--- config.mk ---
export PLATFORM = sky130hd
export DESIGN_NAME = aesc_ram
export DESIGN_NICKNAME = d
export VERILOG_FILES = /design/src/design/aesc_ram.sv
export SDC_FILE = /design/constraint.sdc
export NUM_CORES = 1
export LEC_CHECK = 0
export ABC_AREA = 1
export BUFFER_PORTS_ARGS = -buffer_cell sky130_fd_sc_hd__buf_2
export CORE_ASPECT_RATIO = 0.6
export CORE_UTILIZATION = 40
export DETAILED_ROUTE_END_ITERATION = 12
export PLACE_DENSITY_LB_ADDON = 0.15
export SYNTH_ARGS = -nofsm -noshare
export SYNTH_HDL_FRONTEND = slang
export SYNTH_SLANG_ARGS = --single-unit
--- constraint.sdc ---
create_clock -name clk -period 1.97 [get_ports clk]
set_input_delay 0.197 -clock clk [delete_from_list [all_inputs] [get_ports clk]]
set_output_delay 0.197 -clock clk [all_outputs]
set_load 0.005 [all_outputs]
--- src/design/aesc_ram.sv ---
// Generic single-port-write, single-port-read RAM with registered read data.
// No dependencies.
`default_nettype none
module aesc_ram #(
  parameter int WIDTH = 8,
  parameter int DEPTH = 64
) (
  input  wire logic                     clk,
  input  wire logic                     wr_en,
  input  wire logic [$clog2(DEPTH)-1:0] wr_addr,
  input  wire logic [WIDTH-1:0]         wr_data,
  input  wire logic                     rd_en,
  input  wire logic [$clog2(DEPTH)-1:0] rd_addr,
  output logic      [WIDTH-1:0]         rd_data
);

  logic [WIDTH-1:0] mem [DEPTH];

  always_ff @(posedge clk) begin
    if (wr_en) begin
      mem[wr_addr] <= wr_data;
    end
    if (rd_en) begin
      rd_data <= mem[rd_addr];
    end
  end

endmodule
`default_nettype wire

==> results.ini <==
[cells_and_area]
final_util_pct=46.4
nFillCells=4806
area_delta_synth_final_pct=14.0
final_cell_mix=648 x nand2_1, 520 x edfxtp_1, 439 x nand3_1
drive_above_1_share_pct=11.0
instances_no_fill=2634
multi_input_area_sq_um=4950
mostFrequentLayoutCell=nand2_1
fin_nets=1915
antenna_cells=0
seq_area_sq_um=15600

[hold_path]
hp-class=in2reg
hold_start=rd_addr[5]
min_path_cells=3

[critical_path]
cp-startpoint=mem[33][2]$_DFFE_PP_
crit_chain=nand2_1 -> nand3_1 -> nand3_1 -> nand2_1 -> nand2_1 -> nand3_1 -> nand3_1 -> nand2_1
critPathCaptureType=flip-flop
cp_slowest_cell=edfxtp_1
critPathLaunchType=flip-flop
crit_path_max_fanout=1
timing.rr.start=mem[33][2]$_DFFE_PP_
ff2ff_path_depth=8
critPathKind=reg2reg
cp_data_arrival_time_ps=1930
critPathBufInv=0
critPathTopFamily=simple AND/OR/NAND/NOR gates
cp.required_ps=2300
path_depth=8
cpPeakStageDelay_ps=360

[clock_tree]
cts_resized=0
h-tree-depth=2
clk_latency_ps=580
clockBufferDepth=3
cts.clk_slew.worst_paths_ps=70
clkSinkCount=520
cts_hold_buf=1
cts-root-buf=clkbuf_16
post_cts_buffers=0
cts_buffers=49
cts_tree=done

[synth]
synth_warnings=0
syn-num-nets=1828
synth_cell_types=15
syn_area_sq_um=21400
ys_seq_area_share_pct=72.9
ys_seq_elements=520
syn_area_per_cell_sq_um=11.9
synthCells=1805

[timing]
finClkSkew_ps=19.5
tightest_slew_ps=876
hold_viol_final=0
setup_viol=0
fin_crit_ps=1600
period_share_pct=81.4
drv_slew=0
timing.fmax_mhz=623
worst_slew_margin_rel_pct=41.6
fin_tns_setup_ps=0
rsz0062_at_grt=false

[die]
core.rowCount=65
start_util_pct=40.6
ios=31
core_area_sq_um=52700
die_y_um=181
die_x_um=301
die-area_sq_um=54500

[routing]
first_pass_iters=5
vias=14200
detail-route-antenna-nets=0
first_iter_violations=1556
vias_per_cell=5.39
drc=0
wl_per_cell_um=22.8
drt-total-wl_um=60000

[global_route]
grt_pass1_wl_um=89400
antenna_found_initial=1
grt-ovfl-total=0
track_usage_pct=22.3
grt_max_degree=77
grt_pass1_vias=13100

[placed_design]
place_congestion=0.862
place_hpwl_um=36800
placedCellCount=2543
port_buffers=30

[outcome]
status=complete, no violations

[power_and_ir_drop]
p_per_area_nw_per_um2=952
power.total_mw=23.2
ir_drop_mv=0.804
p_leak_nw=8.86

[run]
maxCapViolations=0

-- cell families (layout without fill, tap and decap cells) --
| group | Yosys count | in the layout | share of synthesized area, % |
|---|---|---|---|
| buf+inv | 125 | 251 | 4.01 |
| flops | 520 | 520 | 72.9 |
| simple gates | 1160 | 1160 | 23.1 |
-- final timing paths --
path,end,slack (ps)
max reg2reg,rd_data[2]$_DFFE_PP_,370
min reg2reg,rd_data[3]$_DFFE_PP_,910
max,rd_data[2]$_DFFE_PP_,370
min,rd_data[0]$_DFFE_PP_,100
-- worst register-to-register path: cells and delay by family, from the launching register on --
family | cells | cell delay, ps
simple gates | 8 | 1000
flops | 1 | 360
-- stage by stage --
step / worst slack, ps / hold WS (ps) / cell area (sq um)
global placement: 37.0 / 595 / 22900
global route: 285 / 94.9 / 24400
detailed placement: 61.0 / 593 / 22900
finish: 366 / 99.9 / 24400
CTS: 412 / 62.0 / 24400
floorplan: 6.88 / 296 / 21400
-- per-layer routing --
layer | GRT usage [%] | part of all wire [%] | wire length [um] | vias up
met3 | 3.97 | 8.0 | 4790 | 80
met5 | 1.06 | 0.13 | 78 | -
li1 | - | - | - | 6535
met4 | 4.00 | 1.6 | 955 | 2
met1 | 37.2 | 50 | 30200 | 7027
met2 | 29.5 | 40 | 24000 | 548
-- synthesized netlist by cell type --
cell	number	area [sq um]
buf_1	10	37.5
nand2_1	648	2430
inv_2	1	3.75
nand4_1	9	56.3
nor4_1	8	50.1
buf_6	35	394
buf_2	37	185
nand3_1	439	2200
buf_4	14	105
clkbuf_1	15	56.3
edfxtp_1	520	15600
buf_8	2	30.0
nor2_1	56	210
inv_1	10	37.5
inv_6	1	8.76
-- report_power, final --
part | internal, mW | total, mW | leakage, nW | switching [mW]
combinational | 0.438 | 1.60 | 3.43 | 1.16
clock | 5.26 | 9.34 | 0.751 | 4.09
sequential | 12.3 | 12.3 | 4.69 | 0.0348
-- final cells by class --
class,count,area share (%)
clock buffers,67,5.47
multi-input cells,1160,20.2
flip-flops and latches,520,63.9
repair buffers,149,5.71
clock inverters,23,0.835
well taps,703,3.60
inverters,12,0.215
-- state kept, by name, indices dropped and copies added, names as in the netlist --
| register | cells |
|---|---|
| mem | 512 |
| rd_data | 8 |
Note: power is estimated with default switching activity, not from simulation.
