### config.mk
export PLATFORM = sky130hd
export DESIGN_NAME = aesc_adj
export DESIGN_NICKNAME = d
export VERILOG_FILES = /design/src/design/aesc_ram.sv /design/src/design/aesc_adj.sv
export SDC_FILE = /design/constraint.sdc
export NUM_CORES = 2
export LEC_CHECK = 0
export BUFFER_PORTS_ARGS = -buffer_cell sky130_fd_sc_hd__buf_2
export CAP_MARGIN = 0
export CORE_MARGIN = 2
export CORE_UTILIZATION = 61
export DETAILED_ROUTE_END_ITERATION = 6
export HOLD_SLACK_MARGIN = 0.06
export MAX_ROUTING_LAYER = met4
export PLACE_DENSITY = 0.84
export SYNTH_ARGS = -nofsm -noshare
export SYNTH_HDL_FRONTEND = slang
export SYNTH_SLANG_ARGS = --single-unit
export TNS_END_PERCENT = 30
### constraint.sdc
create_clock -name clk -period 6.4 [get_ports clk]
set_input_delay 0.32 -clock clk [delete_from_list [all_inputs] [get_ports clk]]
set_output_delay 0.32 -clock clk [all_outputs]
set_load 0.02 [all_outputs]
### src/design/aesc_ram.sv
// Generic single-port-write, single-port-read RAM with registered read data.
// No dependencies.
`default_nettype none
module aesc_ram #(
  parameter int WIDTH = 8,
  parameter int DEPTH = 64
) (
  input  wire logic                     clk,
  input  wire logic                     wr_en,
  input  wire logic [$clog2(DEPTH)-1:0] wr_addr,
  input  wire logic [WIDTH-1:0]         wr_data,
  input  wire logic                     rd_en,
  input  wire logic [$clog2(DEPTH)-1:0] rd_addr,
  output logic      [WIDTH-1:0]         rd_data
);

  logic [WIDTH-1:0] mem [DEPTH];

  always_ff @(posedge clk) begin
    if (wr_en) begin
      mem[wr_addr] <= wr_data;
    end
    if (rd_en) begin
      rd_data <= mem[rd_addr];
    end
  end

endmodule
`default_nettype wire

### src/design/aesc_adj.sv
// Adjacency row store: one RAM row per vertex plus per-row valid bits for instant clear.
// Depends on aesc_ram.
`default_nettype none
module aesc_adj #(
  parameter int MAX_WORDS = 64
) (
  input  wire logic                         clk,
  input  wire logic                         rst_n,
  input  wire logic                         clr_all,
  input  wire logic                         rd_en,
  input  wire logic [$clog2(MAX_WORDS)-1:0] rd_addr,
  output logic      [MAX_WORDS-1:0]         rd_row,
  input  wire logic                         wr_en,
  input  wire logic [$clog2(MAX_WORDS)-1:0] wr_addr,
  input  wire logic [MAX_WORDS-1:0]         wr_row
);

  localparam int VW = $clog2(MAX_WORDS);

  logic [MAX_WORDS-1:0] valid_r, valid_nxt;
  logic [VW-1:0]        rd_addr_r;
  logic [MAX_WORDS-1:0] ram_q;

  aesc_ram #(.WIDTH(MAX_WORDS), .DEPTH(MAX_WORDS)) u_rows (
    .clk     (clk),
    .wr_en   (wr_en),
    .wr_addr (wr_addr),
    .wr_data (wr_row),
    .rd_en   (rd_en),
    .rd_addr (rd_addr),
    .rd_data (ram_q)
  );

  always_comb begin
    valid_nxt = valid_r;
    if (clr_all) begin
      valid_nxt = '0;
    end else if (wr_en) begin
      valid_nxt[wr_addr] = 1'b1;
    end
  end

  always_ff @(posedge clk) begin
    if (!rst_n) begin
      valid_r <= '0;
    end else begin
      valid_r <= valid_nxt;
    end
    if (rd_en) begin
      rd_addr_r <= rd_addr;
    end
  end

  // never-written rows read as empty
  assign rd_row = valid_r[rd_addr_r] ? ram_q : '0;

endmodule
`default_nettype wire

==> flow_metrics.env <==
export IMPL_r2r_slack_ns=3.82
export IMPL_numPortBuffers=144
export IMPL_synth_fp_nets=6981
export IMPL_synthesis_area_um2=160000
export IMPL_start_util_pct=61.2
export IMPL_max_stage_delay_ns=0.90
export IMPL_crit_slowest_cell="a22oi_4"
export IMPL_cp_required_ns=6.08
export IMPL_yosys_warnings=0
export IMPL_cts_tree="built"
export IMPL_path_class="flop to output pin"
export IMPL_arrival_ns=4.82
export IMPL_synth_async_sr_flop_share_pct=0
export IMPL_placed_cells=10400
export IMPL_yosysTopAreaCell="edfxtp_1"
export IMPL_p_leak_uw=0.0559
export IMPL_run_status="complete, but fails checks"
export IMPL_path_cells="buf_4 -> mux4_1 -> a22oi_1 -> nand3_1 -> a22oi_4 -> buf_12 -> a21boi_0 -> buf_2"
export IMPL_crit_fanout=36
export IMPL_hold_violations=0
export IMPL_synth_edf_count=4166
export IMPL_timing_final_crit_share_pct=80.2
export IMPL_max_freq_mhz=195
export IMPL_fin_nets=7352
export IMPL_yosysMostFrequentCell="edfxtp_1"
export IMPL_synth_cell_types=45
export IMPL_clk_pin_slew_ns=0.07
export IMPL_fin_skew_ns=0.0740
export IMPL_max_cap_viol_count=0
export IMPL_slew_viol_final=0
export IMPL_htree_levels=5
export IMPL_synth_top_area_share_pct=78.2
export IMPL_place_congestion=0.858
export IMPL_grt_pass1_vias=89200
export IMPL_clkSinkCount=4230
export IMPL_cts_buffer_depth=4
export IMPL_setup_viol=0
export IMPL_num_rows=188
export IMPL_dieArea_um2=266000
export IMPL_post_cts_setup_buffer_count=0
export IMPL_drive_gt1_share_pct=26.9
export IMPL_postSynthCellCount=6900
export IMPL_synthTopCellsByCount="edfxtp_1 (4166), mux4_2 (1007), a21oi_1 (183)"
export IMPL_ios=145
export IMPL_crit_path_start_kind="flop"
export IMPL_power_density_nw_per_um2=323
export IMPL_routedWlPerCell_um=47.2
export IMPL_drtIter0Drc=18300
export IMPL_dp_hpwl_mm=235
export IMPL_synth_area_top_cells="edfxtp_1 (78%), mux4_2 (14%), mux2i_1 (0.93%)"
export IMPL_nFillCells=14200
export IMPL_ctsResizeCount=0
export IMPL_antenna_found_initial=60
export IMPL_dpl_cell_area_um2=166000
export IMPL_grt_total_usage_pct=40.9
export IMPL_clk_latency_ns=1.02
export IMPL_synthToLayoutAreaGrowth_pct=11.7
export IMPL_yosysSeqAreaShare_pct=79.0
export IMPL_die_y_um=516
export IMPL_tns_ns=0
export IMPL_worst_pin_slew_ns=1.43
export IMPL_ir_worst_vdd_mv=0.399
export IMPL_routed_via_count=89300
export IMPL_cts_made_buffers=393
export IMPL_cts_root_buf="clkbuf_16"
export IMPL_viasPerCell=8.02
export IMPL_firstDrtPassIters=7
export IMPL_fin_cells=11100
export IMPL_drc=2
export IMPL_hp_class="input port to flop"
export IMPL_coreArea_um2=262000
export IMPL_grt_max_degree=127
export IMPL_ys_seq_elements=4230
export IMPL_drt_wl_total_mm=526
export IMPL_period_minus_slack_ns=5.14
export IMPL_grt_ovfl_total=0
export IMPL_endpoint_kind="output pin"
export IMPL_cts_hold_buf=25
export IMPL_setup_ws_ns=1.26
export IMPL_synth_main_ff_cell="edfxtp_1"
export IMPL_ant_nets=0
export IMPL_floorplan_die_width_um=516
export IMPL_synth_area_per_cell_um2=23.2
export IMPL_violations="design-rule violations"
export IMPL_rsz0062_at_grt="false"
export IMPL_pre_cts_slack_ns=2.54
export IMPL_maxSlewHeadroom_pct=4.53
export IMPL_stdcell_area_um2=179000
export IMPL_grt_pass1_wl_mm=716
==> layout by cell type, fill, tap and decap left out, types with 59 or more instances in the layout <==
cell type / instances
edfxtp_1: 4166
mux4_2: 1007
clkbuf_16: 399
a21oi_1: 183
buf_4: 180
a221oi_1: 152
mux2i_1: 149
buf_2: 138
o21ai_0: 88
clkbuf_1: 83
o221ai_1: 75
a22o_1: 72
o22ai_1: 67
clkinv_1: 66
o21a_1: 64
clkinv_2: 64
dfxtp_1: 64
nor2_4: 61
diode_2: 59
==> path summary, 6_finish.rpt <==
path                      startpoint            endpoint  cells past startpoint
setup reg to reg  u_rows.mem[23][62]  u_rows.rd_data[62]                      4
hold reg to reg          valid_r[27]         valid_r[27]                      1
setup / recovery        rd_addr_r[0]          rd_row[20]                      8
hold / removal            wr_row[20]   u_rows.mem[9][20]                      1
==> cell type report <==
| type | count | area (µm²) | area share (%) |
|---|---|---|---|
| diodes | 59 | 148 | 0.0826 |
| well taps | 3515 | 4400 | 2.46 |
| inverters | 3 | 11.3 | 0.00630 |
| flip-flops and latches | 4230 | 126000 | 70.7 |
| repair buffers | 380 | 3010 | 1.69 |
| clock buffers | 484 | 10300 | 5.77 |
| clock inverters | 205 | 2350 | 1.32 |
| multi-input cells | 2263 | 32200 | 18.0 |
==> state kept, by name, indices dropped and copies added (netlist names) <==
signal and count:
u_rows.mem 4096, u_rows.rd_data 64, rd_addr_r 6, valid_r 64
==> kinds of logic (layout without fill, tap and decap cells) <==
group	count (synthesis)	count (layout)	synth area share, %
AOI/OAI and AO/OA	802	802	3.56
and+or+nand+nor	256	256	0.725
other	0	59	0
DFF	4230	4230	79.0
muxes	1205	1205	15.5
buffers and inverters	407	1072	1.28
==> where the power goes <==
| group | switching [µW] | internal, µW | total, µW |
|---|---|---|---|
| registers | 163 | 30700 | 30800 |
| logic | 1860 | 952 | 2810 |
| clock network | 10700 | 13500 | 24200 |
| total | 12700 | 45200 | 57800 |
==> per-layer routing <==
layer	track usage (%)	vias up	routed length, µm
met1	47.2	44700	150000
li1	-	30500	-
met4	29.8	0	50100
met3	13.4	3010	83600
met2	60.5	11100	243000
met5	-	-	0
==> through the flow <==
step	hold WS (ns)	power [µW]	util (%)
global placement	0.441	33800	63.4
global route	0.0773	58600	68.4
CTS	0.0621	57600	68.3
finish	0.0912	57800	68.4
detailed placement	0.449	34000	63.4
floorplan	0.419	32800	-
==> worst max-delay path: cells and delay by family (launching register included) <==
kind	cells	cell delay, ns
AO/OA/AOI/OAI	3	1.32
buffers and inverters	3	1.04
flip-flops	1	0.65
multiplexers	1	0.62
AND/OR/NAND/NOR	1	0.15
(Power assumes the default switching activity.)
